**config.mk**
```make
export PLATFORM = sky130hd
export DESIGN_NAME = voxel_brush_scan_generator_core_flat
export DESIGN_NICKNAME = d
export VERILOG_FILES = /design/src/rtl/vbsg_pkg.sv /design/src/rtl/vbsg_in_if.sv /design/src/rtl/vbsg_out_if.sv /design/src/rtl/vbsg_ctrl.sv /design/src/rtl/vbsg_datapath.sv /design/src/rtl/voxel_brush_scan_generator_core.sv /design/src/flat_wrapper.sv
export SDC_FILE = /design/constraint.sdc
export NUM_CORES = 1
export LEC_CHECK = 0
export ABC_CLOCK_PERIOD_IN_PS = 15800
export BUFFER_PORTS_ARGS = -buffer_cell sky130_fd_sc_hd__buf_2
export CAP_MARGIN = 20
export CORE_MARGIN = 2
export CORE_UTILIZATION = 28
export CTS_CLUSTER_SIZE = 12
export DETAILED_ROUTE_END_ITERATION = 7
export SLEW_MARGIN = 20
export SYNTH_ARGS = -nofsm -noshare
export SYNTH_HDL_FRONTEND = slang
export SYNTH_SLANG_ARGS = --single-unit
```
**constraint.sdc**
```tcl
create_clock -name clk -period 15.8 [get_ports clk]
set_clock_uncertainty 0.1 [all_clocks]
set_input_delay 2.37 -clock clk [delete_from_list [all_inputs] [get_ports clk]]
set_output_delay 2.37 -clock clk [all_outputs]
set_load 0.01 [all_outputs]
```
**src/rtl/vbsg_pkg.sv**
```systemverilog
// ----------------------------------------------------------------------------
// vbsg_pkg
// Shared types and constants for the voxel brush scan generator.
// ----------------------------------------------------------------------------
package vbsg_pkg;

    localparam int CoordW = 16;
    localparam int SizeW  = 8;
    localparam int OffW   = 8;
    localparam int SqW    = 16;
    localparam int SumW   = 18;
    localparam int CountW = 19;

    // input word kinds
    localparam logic KIND_BEGIN = 1'b0;
    localparam logic KIND_NEXT  = 1'b1;

    // brush shapes
    localparam logic [1:0] SHAPE_CUBE   = 2'd0;
    localparam logic [1:0] SHAPE_SPHERE = 2'd1;

    // result status codes
    typedef enum logic [1:0] {
        ST_POSITION = 2'd0,
        ST_ACCEPTED = 2'd1,
        ST_REJECTED = 2'd2,
        ST_FINISHED = 2'd3
    } status_t;

    // commands from controller to datapath
    typedef struct packed {
        logic load;
        logic reject;
        logic idle_next;
        logic emit;
        logic init;
        logic step;
        logic finish;
    } ctrl_cmd_t;

    // status from datapath to controller
    typedef struct packed {
        logic begin_ok;
        logic active;
        logic in_shape;
        logic wrap_all;
        logic res_busy;
    } dp_stat_t;

endpackage

```
**src/rtl/vbsg_in_if.sv**
```systemverilog
// ----------------------------------------------------------------------------
// vbsg_in_if
// Request channel: begin or next words with brush anchor, shape and size.
// ----------------------------------------------------------------------------
interface vbsg_in_if;

    logic              valid;
    logic              ready;
    logic              kind;
    logic signed [15:0] anchor_x;
    logic signed [15:0] anchor_y;
    logic signed [15:0] anchor_z;
    logic [1:0]        brush_shape;
    logic [7:0]        brush_size;

    modport source (
        output valid, kind, anchor_x, anchor_y, anchor_z, brush_shape, brush_size,
        input  ready
    );

    modport sink (
        input  valid, kind, anchor_x, anchor_y, anchor_z, brush_shape, brush_size,
        output ready
    );

endinterface

```
**src/rtl/vbsg_out_if.sv**
```systemverilog
// ----------------------------------------------------------------------------
// vbsg_out_if
// Response channel: status, voxel position, ordinal and last flag.
// ----------------------------------------------------------------------------
interface vbsg_out_if;

    logic              valid;
    logic              ready;
    logic [1:0]        status;
    logic signed [15:0] voxel_x;
    logic signed [15:0] voxel_y;
    logic signed [15:0] voxel_z;
    logic [18:0]       ordinal;
    logic              last;

    modport source (
        output valid, status, voxel_x, voxel_y, voxel_z, ordinal, last,
        input  ready
    );

    modport sink (
        input  valid, status, voxel_x, voxel_y, voxel_z, ordinal, last,
        output ready
    );

endinterface

```
**src/rtl/vbsg_ctrl.sv**
```systemverilog
// ----------------------------------------------------------------------------
// vbsg_ctrl
// Controller: accepts request words and sequences load, init and the
// one-position-per-cycle settle walk of the datapath.
// ----------------------------------------------------------------------------
module vbsg_ctrl (
    input  logic                 clk,
    input  logic                 rst_n,
    input  logic                 in_valid,
    input  logic                 in_kind,
    input  vbsg_pkg::dp_stat_t   stat,
    output logic                 in_ready,
    output vbsg_pkg::ctrl_cmd_t  cmd
);

    typedef enum logic [1:0] {
        S_IDLE,
        S_INIT,
        S_SETTLE
    } state_t;

    state_t state_reg;
    state_t state_next;
    logic   accept;

    // ready only when idle and the result slot is free
    assign in_ready = (state_reg == S_IDLE) && !stat.res_busy;
    assign accept   = in_valid && in_ready;

    // next state and command decode
    always_comb
    begin
        state_next = state_reg;
        cmd        = '0;
        unique case (state_reg)
            S_IDLE:
            begin
                if (accept)
                begin
                    if (in_kind == vbsg_pkg::KIND_BEGIN)
                    begin
                        if (stat.begin_ok)
                        begin
                            cmd.load   = 1'b1;
                            state_next = S_INIT;
                        end
                        else
                        begin
                            cmd.reject = 1'b1;
                            cmd.finish = 1'b1;
                        end
                    end
                    else if (stat.active)
                    begin
                        cmd.emit = 1'b1;
                        cmd.step = 1'b1;
                        if (stat.wrap_all)
                        begin
                            cmd.finish = 1'b1;
                        end
                        else
                        begin
                            state_next = S_SETTLE;
                        end
                    end
                    else
                    begin
                        cmd.idle_next = 1'b1;
                        cmd.finish    = 1'b1;
                    end
                end
            end
            S_INIT:
            begin
                cmd.init   = 1'b1;
                state_next = S_SETTLE;
            end
            S_SETTLE:
            begin
                if (stat.in_shape)
                begin
                    cmd.finish = 1'b1;
                    state_next = S_IDLE;
                end
                else
                begin
                    cmd.step = 1'b1;
                    if (stat.wrap_all)
                    begin
                        cmd.finish = 1'b1;
                        state_next = S_IDLE;
                    end
                end
            end
            default:
            begin
                state_next = S_IDLE;
            end
        endcase
    end

    // state register
    always_ff @(posedge clk or negedge rst_n)
    begin
        if (!rst_n)
        begin
            state_reg <= S_IDLE;
        end
        else
        begin
            state_reg <= state_next;
        end
    end

endmodule

```
**src/rtl/vbsg_datapath.sv**
```systemverilog
// ----------------------------------------------------------------------------
// vbsg_datapath
// Datapath: brush registers, scan offsets with incremental squared
// distances, result slot and output register.
// ----------------------------------------------------------------------------
module vbsg_datapath #(
    parameter int MAX_SIZE = 64
) (
    input  logic                        clk,
    input  logic                        rst_n,
    input  vbsg_pkg::ctrl_cmd_t         cmd,
    output vbsg_pkg::dp_stat_t          stat,
    input  logic signed [vbsg_pkg::CoordW-1:0] anchor_x,
    input  logic signed [vbsg_pkg::CoordW-1:0] anchor_y,
    input  logic signed [vbsg_pkg::CoordW-1:0] anchor_z,
    input  logic [1:0]                  brush_shape,
    input  logic [vbsg_pkg::SizeW-1:0]  brush_size,
    input  logic                        out_ready,
    output logic                        out_valid,
    output logic [1:0]                  status,
    output logic signed [vbsg_pkg::CoordW-1:0] voxel_x,
    output logic signed [vbsg_pkg::CoordW-1:0] voxel_y,
    output logic signed [vbsg_pkg::CoordW-1:0] voxel_z,
    output logic [vbsg_pkg::CountW-1:0] ordinal,
    output logic                        last
);

    localparam int CoordW = vbsg_pkg::CoordW;
    localparam int SizeW  = vbsg_pkg::SizeW;
    localparam int OffW   = vbsg_pkg::OffW;
    localparam int SqW    = vbsg_pkg::SqW;
    localparam int SumW   = vbsg_pkg::SumW;
    localparam int CountW = vbsg_pkg::CountW;

    // brush and scan state
    logic signed [CoordW-1:0] base_x_reg, base_y_reg, base_z_reg;
    logic                     sphere_reg;
    logic [SizeW-1:0]         edge_reg;
    logic signed [OffW-1:0]   off_x_reg, off_y_reg, off_z_reg;
    logic                     active_reg;
    logic [CountW-1:0]        count_reg;
    logic [SqW-1:0]           size_sq_reg;
    logic [SqW-1:0]           lo_sq_reg;
    logic [SqW-1:0]           sq_x_reg, sq_y_reg, sq_z_reg;

    // result slot and output register
    logic                     res_valid_reg;
    vbsg_pkg::status_t        res_status_reg;
    logic signed [CoordW-1:0] res_x_reg, res_y_reg, res_z_reg;
    logic [CountW-1:0]        res_ord_reg;
    logic                     res_last_reg;
    logic                     out_valid_reg;
    vbsg_pkg::status_t        out_status_reg;
    logic signed [CoordW-1:0] out_x_reg, out_y_reg, out_z_reg;
    logic [CountW-1:0]        out_ord_reg;
    logic                     out_last_reg;

    logic [SizeW-1:0]         edge_m1;
    logic [SizeW-1:0]         size_m1;
    logic signed [OffW-1:0]   hi_off;
    logic signed [OffW-1:0]   lo_off;
    logic signed [OffW-1:0]   lo_new;
    logic                     even;
    logic                     wrap_x, wrap_y, wrap_z, wrap_all;
    logic [SumW-1:0]          dist_sum;
    logic                     in_shape;
    logic [SqW:0]             lo_sq_wide;
    logic [SqW-1:0]           lo_sq_calc;
    logic [SqW-1:0]           size_ext;
    logic [SqW-1:0]           size_sq_calc;
    logic [CountW-1:0]        count_inc;
    logic                     transfer;

    // squared doubled distance after one step up: d^2 + 8*off - 4*even + 4
    function automatic logic [SqW-1:0] sq_step(
        input logic [SqW-1:0]         sq,
        input logic signed [OffW-1:0] off,
        input logic                   ev
    );
        logic [SumW-1:0] off_ext;
        logic [SumW-1:0] acc;
        off_ext = {{(SumW-OffW){off[OffW-1]}}, off};
        acc     = {{(SumW-SqW){1'b0}}, sq} + (off_ext << 3) + SumW'(4)
                  - SumW'({ev, 2'b00});
        return acc[SqW-1:0];
    endfunction

    // anchor plus offset, clamped to the signed coordinate range
    function automatic logic signed [CoordW-1:0] sat_add(
        input logic signed [CoordW-1:0] b,
        input logic signed [OffW-1:0]   o
    );
        logic [CoordW:0] s;
        s = {b[CoordW-1], b} + {{(CoordW+1-OffW){o[OffW-1]}}, o};
        if (s[CoordW] != s[CoordW-1])
        begin
            return s[CoordW] ? {1'b1, {(CoordW-1){1'b0}}} : {1'b0, {(CoordW-1){1'b1}}};
        end
        return s[CoordW-1:0];
    endfunction

    // offset range of the loaded brush and of the incoming brush
    assign edge_m1 = edge_reg - 1'b1;
    assign size_m1 = brush_size - 1'b1;
    assign hi_off  = $signed({1'b0, edge_reg[SizeW-1:1]});
    assign lo_off  = -$signed({1'b0, edge_m1[SizeW-1:1]});
    assign lo_new  = -$signed({1'b0, size_m1[SizeW-1:1]});
    assign even    = ~edge_reg[0];

    // scan wrap detection
    assign wrap_x   = (off_x_reg == hi_off);
    assign wrap_y   = (off_y_reg == hi_off);
    assign wrap_z   = (off_z_reg == hi_off);
    assign wrap_all = wrap_x && wrap_y && wrap_z;

    // sphere membership from the running squared distances
    assign dist_sum = {{(SumW-SqW){1'b0}}, sq_x_reg} + {{(SumW-SqW){1'b0}}, sq_y_reg}
                    + {{(SumW-SqW){1'b0}}, sq_z_reg};
    assign in_shape = !sphere_reg || (dist_sum <= {{(SumW-SqW){1'b0}}, size_sq_reg});

    // squared distance at the low corner: (size - 1)^2
    assign lo_sq_wide = {1'b0, size_sq_reg} - {{(SqW-SizeW){1'b0}}, edge_reg, 1'b0}
                      + (SqW+1)'(1);
    assign lo_sq_calc = lo_sq_wide[SqW-1:0];
    assign size_ext     = SqW'(brush_size);
    assign size_sq_calc = size_ext * size_ext;
    assign count_inc    = count_reg + 1'b1;

    // status to controller
    assign stat.begin_ok = (brush_size != '0) && (brush_size <= SizeW'(MAX_SIZE))
                         && (brush_shape[1] == 1'b0);
    assign stat.active   = active_reg;
    assign stat.in_shape = in_shape;
    assign stat.wrap_all = wrap_all;
    assign stat.res_busy = res_valid_reg;

    // brush and scan registers
    always_ff @(posedge clk or negedge rst_n)
    begin
        if (!rst_n)
        begin
            base_x_reg  <= '0;
            base_y_reg  <= '0;
            base_z_reg  <= '0;
            sphere_reg  <= 1'b0;
            edge_reg    <= '0;
            off_x_reg   <= '0;
            off_y_reg   <= '0;
            off_z_reg   <= '0;
            active_reg  <= 1'b0;
            count_reg   <= '0;
            size_sq_reg <= '0;
            lo_sq_reg   <= '0;
            sq_x_reg    <= '0;
            sq_y_reg    <= '0;
            sq_z_reg    <= '0;
        end
        else
        begin
            if (cmd.load)
            begin
                base_x_reg  <= anchor_x;
                base_y_reg  <= anchor_y;
                base_z_reg  <= anchor_z;
                sphere_reg  <= (brush_shape == vbsg_pkg::SHAPE_SPHERE);
                edge_reg    <= brush_size;
                off_x_reg   <= lo_new;
                off_y_reg   <= lo_new;
                off_z_reg   <= lo_new;
                active_reg  <= 1'b1;
                count_reg   <= '0;
                size_sq_reg <= size_sq_calc;
            end
            if (cmd.reject)
            begin
                active_reg <= 1'b0;
                count_reg  <= '0;
            end
            if (cmd.init)
            begin
                lo_sq_reg <= lo_sq_calc;
                sq_x_reg  <= lo_sq_calc;
                sq_y_reg  <= lo_sq_calc;
                sq_z_reg  <= lo_sq_calc;
            end
            if (cmd.emit)
            begin
                count_reg <= count_inc;
            end
            // one step in z, y, x order
            if (cmd.step)
            begin
                if (!wrap_x)
                begin
                    off_x_reg <= off_x_reg + 1'b1;
                    sq_x_reg  <= sq_step(sq_x_reg, off_x_reg, even);
                end
                else
                begin
                    off_x_reg <= lo_off;
                    sq_x_reg  <= lo_sq_reg;
                    if (!wrap_y)
                    begin
                        off_y_reg <= off_y_reg + 1'b1;
                        sq_y_reg  <= sq_step(sq_y_reg, off_y_reg, even);
                    end
                    else
                    begin
                        off_y_reg <= lo_off;
                        sq_y_reg  <= lo_sq_reg;
                        if (!wrap_z)
                        begin
                            off_z_reg <= off_z_reg + 1'b1;
                            sq_z_reg  <= sq_step(sq_z_reg, off_z_reg, even);
                        end
                        else
                        begin
                            off_z_reg  <= lo_off;
                            sq_z_reg   <= lo_sq_reg;
                            active_reg <= 1'b0;
                        end
                    end
                end
            end
        end
    end

    assign transfer = res_valid_reg && (!out_valid_reg || out_ready);

    // result slot and output word handshake
    always_ff @(posedge clk or negedge rst_n)
    begin
        if (!rst_n)
        begin
            res_valid_reg <= 1'b0;
            out_valid_reg <= 1'b0;
        end
        else
        begin
            if (transfer)
            begin
                out_valid_reg <= 1'b1;
                res_valid_reg <= 1'b0;
            end
            else if (out_ready)
            begin
                out_valid_reg <= 1'b0;
            end
            if (cmd.finish)
            begin
                res_valid_reg <= 1'b1;
            end
        end
    end

    // result and output payload
    always_ff @(posedge clk)
    begin
        if (cmd.load || cmd.reject || cmd.idle_next)
        begin
            res_x_reg    <= '0;
            res_y_reg    <= '0;
            res_z_reg    <= '0;
            res_last_reg <= 1'b0;
            res_ord_reg  <= cmd.idle_next ? count_reg : '0;
            if (cmd.load)
            begin
                res_status_reg <= vbsg_pkg::ST_ACCEPTED;
            end
            else if (cmd.reject)
            begin
                res_status_reg <= vbsg_pkg::ST_REJECTED;
            end
            else
            begin
                res_status_reg <= vbsg_pkg::ST_FINISHED;
            end
        end
        // scan ran out during the settle walk
        if (cmd.step && wrap_all)
        begin
            res_last_reg <= (res_status_reg == vbsg_pkg::ST_POSITION);
        end
        if (cmd.emit)
        begin
            res_status_reg <= vbsg_pkg::ST_POSITION;
            res_x_reg      <= sat_add(base_x_reg, off_x_reg);
            res_y_reg      <= sat_add(base_y_reg, off_y_reg);
            res_z_reg      <= sat_add(base_z_reg, off_z_reg);
            res_ord_reg    <= count_inc;
            res_last_reg   <= wrap_all;
        end
        if (transfer)
        begin
            out_status_reg <= res_status_reg;
            out_x_reg      <= res_x_reg;
            out_y_reg      <= res_y_reg;
            out_z_reg      <= res_z_reg;
            out_ord_reg    <= res_ord_reg;
            out_last_reg   <= res_last_reg;
        end
    end

    assign out_valid = out_valid_reg;
    assign status    = out_status_reg;
    assign voxel_x   = out_x_reg;
    assign voxel_y   = out_y_reg;
    assign voxel_z   = out_z_reg;
    assign ordinal   = out_ord_reg;
    assign last      = out_last_reg;

endmodule

```
**src/rtl/voxel_brush_scan_generator_core.sv**
```systemverilog
// Sequence: a next word in cube mode reaches the result slot through the emit step and the settle
// check; in sphere mode the settle walk also steps over each skipped outside position; a begin
// word passes load, init and the settle walk. Reject, scan-finished and final-position answers
// go straight to the result slot; the output register follows. One word at a time: a new word is
// taken the cycle after the answer moves to the output register.
// Reset: asynchronous active low, clears brush state and goes idle; no clearing pass.
// ----------------------------------------------------------------------------
// voxel_brush_scan_generator_core
// Cube and sphere brush rasterizer that returns one voxel position per next
// word in z, y, x scan order.
// ----------------------------------------------------------------------------
module voxel_brush_scan_generator_core #(
    parameter int MAX_SIZE = 64
) (
    input  logic         clk,
    input  logic         rst_n,
    vbsg_in_if.sink      req,
    vbsg_out_if.source   rsp
);

    vbsg_pkg::ctrl_cmd_t cmd;
    vbsg_pkg::dp_stat_t  stat;

    // sequencing
    vbsg_ctrl u_ctrl (
        .clk      (clk),
        .rst_n    (rst_n),
        .in_valid (req.valid),
        .in_kind  (req.kind),
        .stat     (stat),
        .in_ready (req.ready),
        .cmd      (cmd)
    );

    // brush registers, scan walk and result words
    vbsg_datapath #(
        .MAX_SIZE (MAX_SIZE)
    ) u_datapath (
        .clk         (clk),
        .rst_n       (rst_n),
        .cmd         (cmd),
        .stat        (stat),
        .anchor_x    (req.anchor_x),
        .anchor_y    (req.anchor_y),
        .anchor_z    (req.anchor_z),
        .brush_shape (req.brush_shape),
        .brush_size  (req.brush_size),
        .out_ready   (rsp.ready),
        .out_valid   (rsp.valid),
        .status      (rsp.status),
        .voxel_x     (rsp.voxel_x),
        .voxel_y     (rsp.voxel_y),
        .voxel_z     (rsp.voxel_z),
        .ordinal     (rsp.ordinal),
        .last        (rsp.last)
    );

endmodule

```
**src/flat_wrapper.sv**
```systemverilog
// flat-port wrapper written by rule: the top's interface ports become plain ports
module voxel_brush_scan_generator_core_flat 
#(
    parameter int MAX_SIZE = 64
)
  (clk, rst_n, req_valid, req_kind, req_anchor_x, req_anchor_y, req_anchor_z, req_brush_shape, req_brush_size, req_ready, rsp_valid, rsp_status, rsp_voxel_x, rsp_voxel_y, rsp_voxel_z, rsp_ordinal, rsp_last, rsp_ready);
  vbsg_in_if req_i ();
  vbsg_out_if rsp_i ();
  input  logic clk;
  input  logic rst_n;
  input wire logic [$bits(req_i.valid)-1:0] req_valid;
  input wire logic [$bits(req_i.kind)-1:0] req_kind;
  input wire logic [$bits(req_i.anchor_x)-1:0] req_anchor_x;
  input wire logic [$bits(req_i.anchor_y)-1:0] req_anchor_y;
  input wire logic [$bits(req_i.anchor_z)-1:0] req_anchor_z;
  input wire logic [$bits(req_i.brush_shape)-1:0] req_brush_shape;
  input wire logic [$bits(req_i.brush_size)-1:0] req_brush_size;
  output wire logic [$bits(req_i.ready)-1:0] req_ready;
  output wire logic [$bits(rsp_i.valid)-1:0] rsp_valid;
  output wire logic [$bits(rsp_i.status)-1:0] rsp_status;
  output wire logic [$bits(rsp_i.voxel_x)-1:0] rsp_voxel_x;
  output wire logic [$bits(rsp_i.voxel_y)-1:0] rsp_voxel_y;
  output wire logic [$bits(rsp_i.voxel_z)-1:0] rsp_voxel_z;
  output wire logic [$bits(rsp_i.ordinal)-1:0] rsp_ordinal;
  output wire logic [$bits(rsp_i.last)-1:0] rsp_last;
  input wire logic [$bits(rsp_i.ready)-1:0] rsp_ready;
  assign req_i.valid = req_valid;
  assign req_i.kind = req_kind;
  assign req_i.anchor_x = req_anchor_x;
  assign req_i.anchor_y = req_anchor_y;
  assign req_i.anchor_z = req_anchor_z;
  assign req_i.brush_shape = req_brush_shape;
  assign req_i.brush_size = req_brush_size;
  assign req_ready = req_i.ready;
  assign rsp_valid = rsp_i.valid;
  assign rsp_status = rsp_i.status;
  assign rsp_voxel_x = rsp_i.voxel_x;
  assign rsp_voxel_y = rsp_i.voxel_y;
  assign rsp_voxel_z = rsp_i.voxel_z;
  assign rsp_ordinal = rsp_i.ordinal;
  assign rsp_last = rsp_i.last;
  assign rsp_i.ready = rsp_ready;
  voxel_brush_scan_generator_core #(.MAX_SIZE(MAX_SIZE)) u_core (.clk(clk), .rst_n(rst_n), .req(req_i), .rsp(rsp_i));
endmodule
```
==> key figures <==
Synthesis
  • Synth Flop Type: dfrtp_1
  • Yosys reg bits: 321
  • Asr flop ratio synth: 56.4%
  • Ys Warns: 0
  • Post-Syn Area per Cell: 9.26 um2
  • Cell variety after synth: 84
  • Register area share after synthesis: 39.1%
  • Cell count after synthesis: 2409
  • Post-Syn Area: 22300 um2
  • Post-synth EDFFs: 138

Global route
  • GRT Residual Overflow: 0
  • GRT Total Usage: 14.5%
  • Largest net degree at the start of global routing: 82
  • First-pass GRT wire length: 94.6 mm
  • Number of global-route vias before repair: 16900
  • Initial antenna violation count: 0

Clock tree
  • Deepest clock path buffer count: 3
  • Skew-Pair Late Insertion Delay: 0.56 ns
  • Number of hold buffers added after cts: 0
  • Clock sink count: 321
  • CTS clk-pin slew, worst paths: 0.06 ns
  • Htree depth: 2
  • # resized after CTS: 0
  • Cts bufs inserted: 38
  • Clock Tree Root: clkbuf_16
  • Postcts setup bufs: 0
  • CTS tree: built

Placed design
  • Hpwl dp: 44.9 mm
  • Number of port buffers: 134
  • GP Congestion: 0.904
  • Place WS: 9.14 ns

Die
  • Boundary Pins: 135
  • Die width: 286 um
  • Die height: 286 um
  • Rows: 103
  • Initial Utilization: 28.3%
  • Die ar.: 81900 um2
  • Core ar.: 78900 um2

Run status
  • Outcome: finished clean

Setup path
  • Crit-path cells: fa_1, ha_1, nor2b_1, o21a_1, a311oi_2, a21oi_1, a21bo_2, a21oi_1, o21bai_1, a21oi_1, xnor2_1, ha_1, a211oi_1, o21ai_0, a2111oi_0, o21ai_0, o21ai_1, a31oi_1, o21ai_2, buf_4, a211oi_1, a311o_1
  • CP required: 16.14 ns
  • Critical Path Start Type: flop
  • Crit-path most repeated cell: a21oi_1
  • Data arrival time of the worst path: 6.68 ns
  • CP endpoint kind: flop
  • CP max FO: 34
  • CP max stage cell: fa_1
  • Setup CP Type: reg -> reg
  • Worst path max stage delay: 0.51 ns

Drt
  • DR vias: 17500
  • WL per Instance: 16.6 um
  • Initial DRC Count: 1305
  • Pre-Repair DR Iteration Count: 5
  • Number of remaining DRC errors: 0
  • Vias per std cell: 4.85
  • Remaining antenna violation count: 0
  • DRT Wirelength: 59.8 mm

Cells and area
  • Multi-input gate area: 12400 um2
  • Layout cells sized above 1: 9.87%
  • Number of diodes: 0
  • Fin nets: 2845
  • Seq. cell area: 8710 um2
  • Fillers: 8165
  • Commonest non-fill, non-tap cell in the layout: nand2_1
  • Layout overhead on the synthesized area: 14.0%
  • Top library cells by usage in the layout, fill and taps aside: nand2_1 (337), inv_1 (245), ha_1 (215)

Timing
  • Max-slew violations: 0
  • Unrepaired setup endpoints after global routing: no
  • # setup viols final: 0
  • Final setup margin: 9.46 ns
  • Final hold violations: 0
  • Crit path time final: 6.34 ns
  • Max-slew headroom: 29.1%
  • Fmax: 0.158 GHz
  • Measured slew at the worst slew-check pin: 1.06 ns
  • Setup TNS: 0 ns
  • Final Cycle Share: 40.1%

Run
  • Max_cap viols: 0

Min path
  • Hold WC Path Type: reg -> reg
path summary, 6_finish.rpt:
path                                                  from                               to  slack (ns)  depth (start not counted)
max reg2reg                  u_core.u_datapath.sq_x_reg[3]    u_core.u_datapath.sq_y_reg[9]        9.46                         22
min                        u_core.u_datapath.res_y_reg[14]    u_core.u_datapath.voxel_y[14]        0.31                          0
min in group asynchronous                            rst_n  u_core.u_datapath.base_z_reg[2]        1.74                          1
min reg2reg                u_core.u_datapath.res_y_reg[14]    u_core.u_datapath.voxel_y[14]        0.31                          0
max                          u_core.u_datapath.sq_x_reg[3]    u_core.u_datapath.sq_y_reg[9]        9.46                         22
max in group asynchronous                            rst_n    u_core.u_datapath.sq_z_reg[1]       12.59                          2
critical path: cells and delay by family, from the launching register on:
family / cells / cell delay [ns]
compound gates: 16 / 3.78
fa+ha+maj: 3 / 1.17
buf+inv: 1 / 0.44
flops: 1 / 0.41
simple gates: 1 / 0.15
xor+xnor: 1 / 0.14
synthesized netlist by cell type (6+ instances only):
cell / instances / area, um2
o211ai_1: 29 / 218
nand2b_1: 25 / 156
nor2_1: 137 / 514
nand3_1: 63 / 315
buf_1: 8 / 30.0
dfrtp_1: 181 / 4530
a221o_1: 6 / 60.1
edfxtp_1: 138 / 4140
a21oi_1: 118 / 591
nor3_1: 37 / 185
xnor2_1: 100 / 876
o21ai_1: 6 / 30.0
nand3b_1: 8 / 60.1
mux2i_1: 15 / 150
a21o_1: 49 / 368
nand2_1: 337 / 1260
nor4_1: 9 / 56.3
a211o_1: 12 / 105
mux2_2: 8 / 90.1
buf_2: 10 / 50.1
nor2b_1: 21 / 131
o21ai_0: 157 / 786
or3_1: 11 / 68.8
o31ai_1: 8 / 60.1
o21bai_1: 10 / 75.1
a31oi_1: 28 / 175
or2_2: 10 / 62.6
clkbuf_1: 64 / 240
xor2_1: 63 / 552
a211oi_1: 42 / 315
o41ai_1: 10 / 87.6
o211a_1: 6 / 60.1
and3_1: 26 / 163
o21a_1: 23 / 173
fa_1: 45 / 901
inv_1: 246 / 923
and2_1: 30 / 188
nand4_1: 11 / 68.8
ha_1: 215 / 2690
nand4b_1: 6 / 52.6
metrics by stage:
stage | hold slack (ns) | cell area [um2] | util, % | instances
after floorplan | 0.300 | 22300 | - | 2410
after global placement | 0.301 | 24200 | 30.6 | 3532
after detailed placement | 0.305 | 24200 | 30.6 | 3532
after CTS | 0.315 | 25400 | 32.2 | 3602
after global routing | 0.324 | 25400 | 32.2 | 3602
final | 0.310 | 25400 | 32.2 | 3602
layer usage:
layer | vias up | part of all wire [%] | GRT usage (%)
met5 | - | 0 | 0
met1 | 8414 | 45 | 19.1
met3 | 84 | 4.4 | 1.99
met4 | 0 | 2.9 | 4.61
met2 | 340 | 48 | 24.6
li1 | 8645 | - | -
area by class of cell:
type,instances,share of cell area (%)
repair buffers,155,3.29
well taps,1050,5.17
flip-flops and latches,321,34.3
inverters,248,3.66
clock buffers,57,4.39
clock inverters,13,0.566
multi-input cells,1758,48.7
cells by family after synthesis:
group | synth area share [%]
buffers and inverters | 5.66
xor gates and xnor gates | 6.40
muxes | 1.14
other | 0.0168
DFF | 39.1
and+or+nand+nor | 15.4
adders and majority gates | 16.1
AOI/OAI and AO/OA | 16.2
Power is left out: the tool's default activity adds up to more than one toggle a clock period on the data nets, which glitch-free logic cannot reach.
